### config.mk
export PLATFORM = sky130hd
export DESIGN_NAME = sum_checked_frame_decoder
export DESIGN_NICKNAME = d
export VERILOG_FILES = /design/src/scfd_pkg.sv /design/src/sum_checked_frame_decoder.sv
export VERILOG_INCLUDE_DIRS = /design/src /design/src/src
export SDC_FILE = /design/constraint.sdc
export NUM_CORES = 1
export LEC_CHECK = 0
export BUFFER_PORTS_ARGS = -buffer_cell sky130_fd_sc_hd__buf_2
export CAP_MARGIN = 20
export CORE_AREA = 2 2 164 134
export CTS_CLUSTER_DIAMETER = 120
export DETAILED_ROUTE_END_ITERATION = 10
export DIE_AREA = 0 0 166 136
export PLACE_DENSITY = 0.9
export SYNTH_ARGS = -nofsm -noshare
export SYNTH_HDL_FRONTEND = slang
export SYNTH_SLANG_ARGS = --single-unit
### constraint.sdc
create_clock -name clk_i -period 8.5 [get_ports clk_i]
set_input_delay 0.425 -clock clk_i [delete_from_list [all_inputs] [get_ports clk_i]]
set_output_delay 0.425 -clock clk_i [all_outputs]
set_load 0.1 [all_outputs]
### src/sum_checked_frame_decoder_macros.svh
// Assertion macros shared by the frame decoder RTL.
`ifndef SUM_CHECKED_FRAME_DECODER_MACROS_SVH
`define SUM_CHECKED_FRAME_DECODER_MACROS_SVH
`ifndef SYNTH
// Plain property check, disabled while reset is held.
`define SCFD_ASSERT(name, prop, clk, rst_n) \
  name: assert property (@(posedge clk) disable iff (!rst_n) (prop)) \
    else $error("scfd assertion failed");
// Same-cycle implication check.
`define SCFD_ASSERT_IMP(name, ante, cons, clk, rst_n) \
  name: assert property (@(posedge clk) disable iff (!rst_n) (ante) |-> (cons)) \
    else $error("scfd implication failed");
// Next-cycle implication check.
`define SCFD_ASSERT_NEXT(name, ante, cons, clk, rst_n) \
  name: assert property (@(posedge clk) disable iff (!rst_n) (ante) |=> (cons)) \
    else $error("scfd next-cycle implication failed");
`else
`define SCFD_ASSERT(name, prop, clk, rst_n)
`define SCFD_ASSERT_IMP(name, ante, cons, clk, rst_n)
`define SCFD_ASSERT_NEXT(name, ante, cons, clk, rst_n)
`endif
`endif

### src/scfd_pkg.sv
// Constants and types of the sum-checked frame decoder.
package scfd_pkg;

  // Frame delimiters
  localparam logic [7:0] HeadFirst  = 8'hAA;
  localparam logic [7:0] HeadSecond = 8'h55;
  localparam logic [7:0] TailFirst  = 8'hA0;
  localparam logic [7:0] TailSecond = 8'h5F;

  // Frame positions
  localparam int unsigned PosWidth  = 12;
  localparam int unsigned GroupPos  = 2;
  localparam int unsigned SumPos    = 7;
  localparam int unsigned LastBase  = 9;   // last position of a frame with no groups
  localparam int unsigned CapBase   = 3;
  localparam int unsigned CapDepth  = 14;

  // Offsets into the capture bank (position minus CapBase)
  localparam int unsigned CapCommand  = 0;
  localparam int unsigned CapAddress  = 1;
  localparam int unsigned CapPort     = 2;
  localparam int unsigned CapData     = 3;
  localparam int unsigned CapSum      = 4;
  localparam int unsigned CapDestX    = 5;
  localparam int unsigned CapDestZ    = 7;
  localparam int unsigned CapTray     = 9;
  localparam int unsigned CapCarrierX = 10;
  localparam int unsigned CapCarrierZ = 12;

  typedef logic [PosWidth-1:0] pos_t;
  typedef logic [CapDepth-1:0][7:0] cap_bank_t;

  // One decoded frame
  typedef struct packed {
    logic        frame_ok;
    logic [7:0]  group_count;
    logic [7:0]  command;
    logic [7:0]  port_byte;
    logic [7:0]  command_data;
    logic [15:0] dest_x;
    logic [15:0] dest_z;
    logic [7:0]  tray_attribute;
    logic [15:0] carrier_x;
    logic [15:0] carrier_z;
  } frame_result_t;

endpackage

### src/sum_checked_frame_decoder.sv
// Sum-checked frame decoder: byte stream in, one decoded frame result out.
`include "sum_checked_frame_decoder_macros.svh"

// Takes one received byte per clock cycle. A frame is 0xAA 0x55, group count,
// command, address, port byte, command data, sum byte, eight payload bytes per
// group and the trailer 0xA0 0x5F; its end is found by counting bytes. The
// position counter, running sum and capture bank update with each byte taken,
// and on the last byte of a frame the decoded result is loaded into the result
// register, where it appears in the cycle after that byte is taken. Input is
// stalled only on a frame's last byte while the previous result is still held
// and stalled downstream; every other byte is taken in the cycle it is offered.
// The local address register is written through the configuration channel,
// which is always ready, and should only change while no frame is in progress.
module sum_checked_frame_decoder (
  input  logic        clk_i,
  input  logic        rst_ni,
  // configuration
  input  logic        cfg_valid_i,
  output logic        cfg_ready_o,
  input  logic [7:0]  cfg_data_i,
  // received bytes
  input  logic        in_valid_i,
  output logic        in_stall_o,
  input  logic [7:0]  rx_byte_i,
  // decoded frames
  output logic        out_valid_o,
  input  logic        out_stall_i,
  output logic        frame_ok_o,
  output logic [7:0]  group_count_o,
  output logic [7:0]  command_o,
  output logic [7:0]  port_byte_o,
  output logic [7:0]  command_data_o,
  output logic [15:0] dest_x_o,
  output logic [15:0] dest_z_o,
  output logic [7:0]  tray_attribute_o,
  output logic [15:0] carrier_x_o,
  output logic [15:0] carrier_z_o
);
  import scfd_pkg::*;

  logic          cfg_write;
  logic [7:0]    local_addr_q;
  pos_t          pos_q, pos_d;
  logic [7:0]    groups_q, groups_d;
  logic [7:0]    sum_q, sum_d;
  logic          hdr_q, hdr_d;
  cap_bank_t     cap_q, cap_d, cap_nx;
  logic [7:0]    prev_q, prev_d;
  logic          out_valid_q, out_valid_d;
  frame_result_t res_q, res_d, res_nx;
  pos_t          end_pos, sum_hi;
  logic          is_last, in_acc, load, frame_ok;

  // Configuration register
  assign cfg_ready_o = 1'b1;
  assign cfg_write   = cfg_valid_i & cfg_ready_o;

  always_ff @(posedge clk_i or negedge rst_ni) begin
    if (!rst_ni) begin
      local_addr_q <= 8'h00;
    end else if (cfg_write) begin
      local_addr_q <= cfg_data_i;
    end
  end

  // Frame end and sum window from the stored group count
  assign end_pos = pos_t'(LastBase) + {1'b0, groups_q, 3'b000};
  assign sum_hi  = pos_t'(SumPos) + {1'b0, groups_q, 3'b000};
  assign is_last = (pos_q == end_pos);

  // Handshakes
  assign in_stall_o = out_valid_q & out_stall_i & is_last;
  assign in_acc     = in_valid_i & ~in_stall_o;
  assign load       = in_acc & is_last;

  // Capture bank with the current beat written in
  always_comb begin
    cap_nx = cap_q;
    for (int i = 0; i < CapDepth; i++) begin
      if (pos_q == pos_t'(CapBase + i)) begin
        cap_nx[i] = rx_byte_i;
      end
    end
  end

  // Result of the frame ending with this beat
  assign frame_ok = hdr_q && (sum_q == cap_nx[CapSum]) &&
                    (cap_nx[CapAddress] == local_addr_q) &&
                    (prev_q == TailFirst) && (rx_byte_i == TailSecond);

  always_comb begin
    res_nx = '0;
    if (frame_ok) begin
      res_nx.frame_ok       = 1'b1;
      res_nx.group_count    = groups_q;
      res_nx.command        = cap_nx[CapCommand];
      res_nx.port_byte      = cap_nx[CapPort];
      res_nx.command_data   = cap_nx[CapData];
      res_nx.dest_x         = {cap_nx[CapDestX], cap_nx[CapDestX+1]};
      res_nx.dest_z         = {cap_nx[CapDestZ], cap_nx[CapDestZ+1]};
      res_nx.tray_attribute = cap_nx[CapTray];
      res_nx.carrier_x      = {cap_nx[CapCarrierX], cap_nx[CapCarrierX+1]};
      res_nx.carrier_z      = {cap_nx[CapCarrierZ], cap_nx[CapCarrierZ+1]};
    end
  end

  // Frame state update per accepted beat
  always_comb begin
    pos_d    = pos_q;
    groups_d = groups_q;
    sum_d    = sum_q;
    hdr_d    = hdr_q;
    cap_d    = cap_q;
    prev_d   = prev_q;
    if (in_acc) begin
      prev_d = rx_byte_i;
      if (pos_q == '0) begin
        hdr_d = (rx_byte_i == HeadFirst);
      end else if (pos_q == pos_t'(1)) begin
        hdr_d = hdr_q && (rx_byte_i == HeadSecond);
      end else if (pos_q == pos_t'(GroupPos)) begin
        groups_d = rx_byte_i;
      end
      // sum window: group count up to the last payload byte, sum byte left out
      if ((pos_q >= pos_t'(GroupPos)) && (pos_q != pos_t'(SumPos)) &&
          ((pos_q == pos_t'(GroupPos)) || (pos_q <= sum_hi))) begin
        sum_d = sum_q + rx_byte_i;
      end
      cap_d = cap_nx;
      if (is_last) begin
        pos_d    = '0;
        groups_d = 8'h00;
        sum_d    = 8'h00;
        hdr_d    = 1'b1;
        cap_d    = '0;
      end else begin
        pos_d = pos_q + pos_t'(1);
      end
    end
  end

  // Result register, emptied when the beat is taken
  always_comb begin
    out_valid_d = out_valid_q & out_stall_i;
    res_d       = res_q;
    if (load) begin
      out_valid_d = 1'b1;
      res_d       = res_nx;
    end
  end

  always_ff @(posedge clk_i or negedge rst_ni) begin
    if (!rst_ni) begin
      pos_q       <= '0;
      groups_q    <= 8'h00;
      sum_q       <= 8'h00;
      hdr_q       <= 1'b1;
      cap_q       <= '0;
      prev_q      <= 8'h00;
      out_valid_q <= 1'b0;
      res_q       <= '0;
    end else begin
      pos_q       <= pos_d;
      groups_q    <= groups_d;
      sum_q       <= sum_d;
      hdr_q       <= hdr_d;
      cap_q       <= cap_d;
      prev_q      <= prev_d;
      out_valid_q <= out_valid_d;
      res_q       <= res_d;
    end
  end

  // Outputs
  assign out_valid_o      = out_valid_q;
  assign frame_ok_o       = res_q.frame_ok;
  assign group_count_o    = res_q.group_count;
  assign command_o        = res_q.command;
  assign port_byte_o      = res_q.port_byte;
  assign command_data_o   = res_q.command_data;
  assign dest_x_o         = res_q.dest_x;
  assign dest_z_o         = res_q.dest_z;
  assign tray_attribute_o = res_q.tray_attribute;
  assign carrier_x_o      = res_q.carrier_x;
  assign carrier_z_o      = res_q.carrier_z;

  // Checks
  `SCFD_ASSERT(a_pos_in_frame, pos_q <= end_pos, clk_i, rst_ni)
  `SCFD_ASSERT_IMP(a_no_overwrite, load, !(out_valid_q && out_stall_i), clk_i, rst_ni)
  `SCFD_ASSERT_IMP(a_result_from_last, $rose(out_valid_q), $past(load), clk_i, rst_ni)
  `SCFD_ASSERT_NEXT(a_clear_after_end, load, (pos_q == '0) && (sum_q == 8'h00), clk_i, rst_ni)
  `SCFD_ASSERT_IMP(a_reject_zero, !res_q.frame_ok, res_q == '0, clk_i, rst_ni)

endmodule
==> results of run 1 <==
==> cells in the mapped netlist (2+ instances only) <==
| master | instances |
|---|---|
| a211o_1 | 2 |
| a21o_1 | 6 |
| a21oi_1 | 7 |
| a221oi_1 | 2 |
| a222oi_1 | 4 |
| a22o_1 | 227 |
| a2bb2oi_1 | 2 |
| a31o_2 | 12 |
| a31oi_1 | 9 |
| a32oi_1 | 2 |
| a41oi_1 | 4 |
| and2_1 | 6 |
| and3_1 | 6 |
| and3b_1 | 2 |
| and4_1 | 5 |
| buf_1 | 4 |
| buf_2 | 6 |
| buf_4 | 2 |
| buf_6 | 6 |
| clkbuf_1 | 65 |
| dfrtp_1 | 262 |
| ha_1 | 20 |
| inv_1 | 31 |
| mux2_2 | 82 |
| mux2i_1 | 10 |
| nand2_1 | 89 |
| nand3_1 | 15 |
| nand3b_1 | 3 |
| nand4_1 | 15 |
| nand4b_1 | 7 |
| nor2_1 | 33 |
| nor2b_1 | 2 |
| nor3_1 | 11 |
| nor3b_1 | 2 |
| nor4_1 | 3 |
| nor4b_1 | 2 |
| o211ai_1 | 8 |
| o21ai_0 | 32 |
| o21ai_1 | 4 |
| o22ai_1 | 2 |
| o31ai_1 | 4 |
| or3_1 | 4 |
| or4_1 | 2 |
| xnor2_1 | 14 |
| xor2_1 | 12 |
==> final timing paths <==
path	from	end	slack (ns)	depth (start not counted)
setup / recovery	groups_q[0]	cap_q[48]	4.43	8
max in group asynchronous	rst_ni	dest_z_o[8]	6.81	4
hold reg to reg	frame_ok_o	frame_ok_o	0.48	1
setup reg to reg	groups_q[0]	cap_q[48]	4.43	8
hold / removal	cfg_data_i[5]	local_addr_q[5]	0.13	2
min in group asynchronous	rst_ni	group_count_o[4]	0.49	2
==> where the power goes <==
group	internal (mW)	switching (mW)	leakage (nW)
registers	1.30	0.0982	3.59
clock network	0.713	0.481	0.441
logic	0.171	0.263	3.02
total	2.18	0.842	7.04
==> kinds of logic (layout without fill, tap and decap cells) <==
group,Yosys count,count (layout),synth area share
buf+inv,114,216,0.0393
other cells,1,1,0.000302
simple gates,214,214,0.0872
mux,92,92,0.0824
compound gates,336,336,0.221
fa+ha+maj,21,21,0.0218
xor+xnor,26,26,0.0183
flops,263,263,0.530
==> registers in the layout, summed over array words and instances (netlist names), 12 cells and up <==
name and cells:
cap_q 112, carrier_x_o 16, carrier_z_o 16, dest_x_o 16, dest_z_o 16, pos_q 12
==> metrics by stage <==
| step | utilization | hold WS [ns] |
|---|---|---|
| 2_1_floorplan | - | 0.129 |
| 3_3_place_gp | 0.622 | 0.455 |
| 3_5_place_dp | 0.622 | 0.468 |
| 4_1_cts | 0.665 | 0.122 |
| 5_1_grt | 0.668 | 0.133 |
| 6_report | 0.668 | 0.132 |
==> timing repair <==
item	CTS	global route
endpoints found under the hold margin	96	0
buffers inserted	0	0
endpoints found under the setup margin	0	0
hold buffers	1	0
resized for setup	0	0
==> per-layer routing <==
| metal | part of all wire | vias up | track usage |
|---|---|---|---|
| met1 | 0.43 | 4859 | 0.422 |
| met2 | 0.44 | 585 | 0.432 |
| met5 | 0.00040 | - | 0 |
| met3 | 0.11 | 75 | 0.0693 |
| met4 | 0.022 | 2 | 0.0850 |
| li1 | - | 4196 | - |
==> critical path, delay by kind of cell (launching register included) <==
| family | cells | cell delay [ns] |
|---|---|---|
| adders and majority gates | 1 | 0.27 |
| DFF | 1 | 0.44 |
| AOI/OAI and AO/OA | 4 | 1.84 |
| and+or+nand+nor | 3 | 1.38 |
==> area by class of cell <==
type,count,area (um^2),area share
sequential,263,6580,0.467
clock buffer,37,763,0.0542
multi-input combinational,690,5370,0.381
tap,275,344,0.0244
clock inverter,9,124,0.00879
timing repair buffer,139,791,0.0561
inverter,31,116,0.00826
==> results_tabular.tex, run 1 <==
\begin{tabular}{lr}
\hline
Metric & Value \\
\hline
\multicolumn{2}{l}{\textbf{Outcome}} \\
\quad Status & completed \\
\multicolumn{2}{l}{\textbf{Timing}} \\
\quad Min setup slack post-route & approximately 4.4 ns \\
\quad Final critical-path share of the clock period & 0.479 \\
\quad Worst relative slew slack & 0.249 \\
\quad Clock skew & 0.0146 ns \\
\quad Setup tns final & 0 ns \\
\quad Worst Max-Slew Pin Slew & 1.12 ns \\
\quad Post-layout minimum cycle time & around 4 ns \\
\quad Final Max Tran Viols & 0 \\
\quad Total count of hold-check failures in the final report & 0 \\
\quad Fmax achieved & 246 MHz \\
\quad Total setup violations reported at the end of the flow & 0 \\
\quad RSZ-0062 raised after global routing & no \\
\multicolumn{2}{l}{\textbf{Logic synthesis}} \\
\quad Synth Register Bits & approximately 260 \\
\quad Syn\_area\_per\_cell & roughly 12 um\^{}2 \\
\quad Instance count of the mapped netlist & $\sim$1,100 \\
\quad Cell accounting for the most synthesized area & dfrtp\_1 \\
\quad Yosys cell types & 64 \\
\quad Commonest register cell after synthesis & dfrtp\_1 \\
\quad Fraction of the yosys area taken by sequential cells & 0.530 \\
\quad Count of flip-flops with a built-in enable after synthesis & 0 \\
\quad Synthesis warning total & 0 \\
\quad Synth top area cells & dfrtp\_1 53\%, a22o\_1 16\%, mux2\_2 7.4\% \\
\quad Post-Synthesis Net Count & about 1,100 \\
\quad Post-synthesis cell area & 12,400 um\^{}2 \\
\quad Share of the synthesized area in the top cell type & 0.528 \\
\quad Share of async-settable or async-resettable flops after synthesis & 1.00 \\
\multicolumn{2}{l}{\textbf{Hold path}} \\
\quad Path category of the worst min-delay check & in2reg \\
\multicolumn{2}{l}{\textbf{Finish}} \\
\quad NumNets Final & approximately 1,200 \\
\quad Non-filler cells, final & 1,444 \\
\quad Top library cells by usage in the layout, fill and taps aside & 262 x dfrtp\_1, 227 x a22o\_1, 126 x buf\_2 \\
\quad Filler cells & between 1,000 and 1,500 \\
\quad Relative area change from synthesis to final layout & 13.4\% \\
\quad Post-route cell area & 14,100 um\^{}2 \\
\quad Most frequent standard cell in the layout excluding fill and tap cells & dfrtp\_1 \\
\quad Antenna diode count & 0 \\
\quad Share of post-route cells with drive strength above 1 & 0.242 \\
\multicolumn{2}{l}{\textbf{Routing}} \\
\quad Total length of routed wires & 32.5 mm \\
\quad DR vias/cell & 6.73 \\
\quad Antenna viol nets, final & 0 \\
\quad Initial drt markers & 1,195 \\
\quad Detail-routed net length per standard cell & approximately 23 um \\
\quad Remaining DRCs & 0 \\
\quad Drt pass-1 iters & 7 \\
\quad Number of vias after detailed routing & 9,717 \\
\multicolumn{2}{l}{\textbf{Floorplanning}} \\
\quad Total Die Area & 22,600 um\^{}2 \\
\quad Die H & 136 um \\
\quad Boundary pin count & 129 \\
\quad Number of core rows & 48 \\
\quad Chip Width & 166 um \\
\quad Effective utilization at floorplan & 0.589 \\
\quad Total core area & 21,100 um\^{}2 \\
\multicolumn{2}{l}{\textbf{Global route}} \\
\quad Number of antenna violations at the first check in global routing & 1 \\
\quad Pin count of the biggest net entering global routing & 106 \\
\quad GR Util All Layers & 0.288 \\
\quad Wire length of the first global-routing pass & 52.6 mm \\
\quad Global route total overflow & 0 \\
\quad Via count of the first global-routing pass & 9,509 \\
\multicolumn{2}{l}{\textbf{Placed design}} \\
\quad Area of placed instances & 13,100 um\^{}2 \\
\quad Placed Instances & 1,394 \\
\quad Routability Congestion & between 0.8 and 0.9 \\
\quad DP HPWL & 19.4 mm \\
\quad Minimum setup slack after placement & 4.61 ns \\
\quad Number of I/O port buffers & 127 \\
\multicolumn{2}{l}{\textbf{Setup path}} \\
\quad Maximum fanout along the worst path & 16 \\
\quad Highest cell delay on the worst timing path & 0.91 ns \\
\quad Arrival time at the worst endpoint & 4.47 ns \\
\quad Series of cell instances along the critical path & ha\_1 -> and2\_1 -> nor4\_1 -> a31oi\_1 -> o31ai\_1 -> nand3b\_1 -> a31o\_2 -> a22o\_1 \\
\quad Master of the slowest instance on the critical path & o31ai\_1 \\
\quad Kind of end point of the critical path & register \\
\quad Launching element type of the critical path & register \\
\quad Data required time at the worst endpoint & 8.90 ns \\
\quad Type of the setup path with the least slack & reg2reg \\
\multicolumn{2}{l}{\textbf{Run}} \\
\quad Max\_cap viols & 0 \\
\multicolumn{2}{l}{\textbf{Clocking}} \\
\quad Num CTS Buffers & 26 \\
\quad Number of buffers on the longest clock path & 3 \\
\quad Source-to-sink clock delay at the later pin of the worst-skew pair & 0.53 ns \\
\quad TritonCTS clock tree & built \\
\quad Number of levels the H-tree was split into & 1 \\
\quad Sinks on Clock Net & 263 \\
\quad Post-CTS clock slew at the launch and capture registers of the worst setup and hold paths & 0.06 ns \\
\quad Buffer cell driving the clock tree root & clkbuf\_16 \\
\multicolumn{2}{l}{\textbf{Power and ir drop}} \\
\quad Leakage component of the power & roughly 7.0 nW \\
\quad Largest vdd supply drop & between 0.00015 and 0.0002 V \\
\quad Post-route total power & 3.03 mW \\
\quad P per Cell Area & around 210 nW/um\^{}2 \\
\hline
\end{tabular}
Note: power is estimated with default switching activity, not from simulation.
==> inputs of run 2 (changes only) <==
Settings changed: CORE_AREA 2 2 164 134 to 2 2 166 135, DIE_AREA 0 0 166 136 to 0 0 168 137, PLACE_DENSITY 0.9 to 0.89.
Clock period 8.5 ns to 3.75 ns, I/O delays scaled along.
==> results_tabular.tex, run 2 (synthesis gave the netlist of run 1 again) <==
\begin{tabular}{lr}
\hline
Metric & Value \\
\hline
\multicolumn{2}{l}{\textbf{Floorplanning}} \\
\quad Die H & between 100 and 150 um \\
\quad Total core area & 21,300 um\^{}2 \\
\quad Boundary pin count & 129 \\
\quad Total Die Area & $\sim$23,000 um\^{}2 \\
\quad Number of core rows & 48 \\
\quad Chip Width & between 150 and 200 um \\
\quad Effective utilization at floorplan & 0.583 \\
\multicolumn{2}{l}{\textbf{Timing}} \\
\quad Final critical-path share of the clock period & 0.906 \\
\quad Clock skew & about 0.013 ns \\
\quad Worst relative slew slack & 0.297 \\
\quad Final Hold Slack & 0.0491 ns \\
\quad Total count of hold-check failures in the final report & 0 \\
\quad Fmax achieved & 294 MHz \\
\quad Worst Max-Slew Pin Slew & around 1.1 ns \\
\quad Setup tns final & 0 ns \\
\quad Final Max Tran Viols & 0 \\
\quad RSZ-0062 raised after global routing & no \\
\quad Total setup violations reported at the end of the flow & 0 \\
\quad Post-layout minimum cycle time & 3.40 ns \\
\multicolumn{2}{l}{\textbf{Setup path}} \\
\quad CP bufs+invs & 1 \\
\quad Reg-to-Reg Start & pos\_q[5] \\
\quad Series of cell instances along the critical path & or4\_4 -> nor4\_4 -> a31oi\_1 -> a221o\_1 -> a2111oi\_2 -> and4\_4 -> buf\_4 -> a22o\_1 \\
\quad Worst setup path startpoint & pos\_q[5] \\
\quad Kind of end point of the critical path & register \\
\quad Master of the slowest instance on the critical path & or4\_4 \\
\quad Data required time at the worst endpoint & 4.21 ns \\
\quad Type of the setup path with the least slack & reg2reg \\
\quad Launching element type of the critical path & register \\
\quad Maximum fanout along the worst path & 41 \\
\quad Arrival time at the worst endpoint & 3.86 ns \\
\quad Highest cell delay on the worst timing path & 0.62 ns \\
\quad Kind of cell with the highest combined delay on the critical path & simple AND/OR/NAND/NOR gates \\
\multicolumn{2}{l}{\textbf{Clocking}} \\
\quad Source-to-sink clock delay at the later pin of the worst-skew pair & 0.53 ns \\
\quad Post-CTS repair timing setup buffer count & 0 \\
\quad Number of levels the H-tree was split into & 1 \\
\quad Sinks on Clock Net & 263 \\
\quad Num CTS Buffers & 26 \\
\quad TritonCTS clock tree & built \\
\quad Post-CTS clock slew at the launch and capture registers of the worst setup and hold paths & 0.07 ns \\
\quad Number of buffers on the longest clock path & 3 \\
\quad Buffer cell driving the clock tree root & clkbuf\_16 \\
\multicolumn{2}{l}{\textbf{Routing}} \\
\quad Antenna viol nets, final & 0 \\
\quad Remaining DRCs & 0 \\
\quad DR vias/cell & between 6 and 7 \\
\quad Met3 WL post-DR & 3.23 mm \\
\quad Length of routed wiring on met1 & 14.5 mm \\
\quad Total length of routed wires & 33.1 mm \\
\quad Drt pass-1 iters & 6 \\
\quad Detail-routed net length per standard cell & 22.4 um \\
\quad Initial drt markers & 1,131 \\
\quad Number of vias after detailed routing & 9,779 \\
\quad Routed met2 length & 14.7 mm \\
\quad Max Used Layer & met4 \\
\multicolumn{2}{l}{\textbf{Global route}} \\
\quad Via count of the first global-routing pass & 9,670 \\
\quad Number of antenna violations at the first check in global routing & 0 \\
\quad GR Util All Layers & 0.291 \\
\quad Global route total overflow & 0 \\
\quad Pin count of the biggest net entering global routing & 135 \\
\quad Wire length of the first global-routing pass & $\sim$53 mm \\
\multicolumn{2}{l}{\textbf{Finish}} \\
\quad Share of post-route cells with drive strength above 1 & 0.251 \\
\quad Post-route cell area & 14,400 um\^{}2 \\
\quad NumNets Final & about 1,200 \\
\quad Register name with the most flops & cap\_q \\
\quad Relative area change from synthesis to final layout & 15.7\% \\
\quad Filler cells & approximately 1,500 \\
\quad Top library cells by usage in the layout, fill and taps aside & 262 x dfrtp\_1, 227 x a22o\_1, 126 x buf\_2 \\
\quad Most frequent standard cell in the layout excluding fill and tap cells & dfrtp\_1 \\
\quad Final core occ & 0.674 \\
\quad Max reg flops & 112 \\
\quad Antenna diode count & 0 \\
\multicolumn{2}{l}{\textbf{Hold path}} \\
\quad Startpoint of the lowest-slack hold path & out\_stall\_i \\
\quad Path category of the worst min-delay check & in2reg \\
\multicolumn{2}{l}{\textbf{Power and ir drop}} \\
\quad Leakage component of the power & 7.18 nW \\
\quad Largest vdd supply drop & 0.000406 V \\
\quad P per Cell Area & $\sim$490 nW/um\^{}2 \\
\quad Post-route total power & 6.97 mW \\
\multicolumn{2}{l}{\textbf{Placed design}} \\
\quad Routability Congestion & 0.907 \\
\quad DP HPWL & about 21 mm \\
\quad Number of I/O port buffers & approximately 130 \\
\quad Area of placed instances & 13,300 um\^{}2 \\
\multicolumn{2}{l}{\textbf{Run}} \\
\quad Max\_cap viols & 0 \\
\multicolumn{2}{l}{\textbf{Outcome}} \\
\quad Status & completed \\
\hline
\end{tabular}
run 2: final timing paths:
check | end | slack [ns] | cells past startpoint
setup / recovery | carrier_z_o[6] | 0.35 | 8
hold / removal | out_valid_o | 0.05 | 3
setup reg to reg | carrier_z_o[6] | 0.35 | 8
hold reg to reg | prev_q[7] | 0.47 | 2
max in group asynchronous | cap_q[77] | 2.46 | 3
min in group asynchronous | group_count_o[1] | 0.35 | 2
run 2: worst min-delay path: cells and delay by family:
kind | cells | cell delay, ns
and+or+nand+nor | 2 | 0.28
buffers and inverters | 1 | 0.07
run 2: where the power goes:
| part | switching [mW] | internal (mW) | total [mW] | leakage [nW] |
|---|---|---|---|---|
| clock network | 1.11 | 1.67 | 2.78 | 0.444 |
| registers | 0.228 | 2.95 | 3.17 | 3.59 |
| logic | 0.605 | 0.416 | 1.02 | 3.15 |
run 2: area by class of cell:
type / instances / area, um^2 / area share
sequential: 263 / 6580 / 0.458
clock buffer: 39 / 791 / 0.0550
tap: 275 / 344 / 0.0239
timing repair buffer: 169 / 1050 / 0.0728
clock inverter: 9 / 131 / 0.00914
inverter: 31 / 116 / 0.00809
multi-input combinational: 690 / 5370 / 0.373
run 2: per-layer routing:
metal	global-route usage	vias to the layer above
met4	0.0807	0
met3	0.0518	74
li1	-	4265
met5	0	-
met2	0.445	551
met1	0.431	4889
run 2: timing repair:
item / CTS / global route
endpoints found under the setup margin: 0 / 0
hold endpoints to repair: 137 / 0
hold buffers: 14 / 0
resized for setup: 0 / 0
run 2: metrics by stage:
step           setup slack [ns]  instances
3_5_place_dp              0.424       1414
2_1_floorplan             0.535       1067
4_1_cts                   0.375       1476
5_1_grt                   0.181       1476
3_3_place_gp              0.513       1414
6_report                  0.352       1476
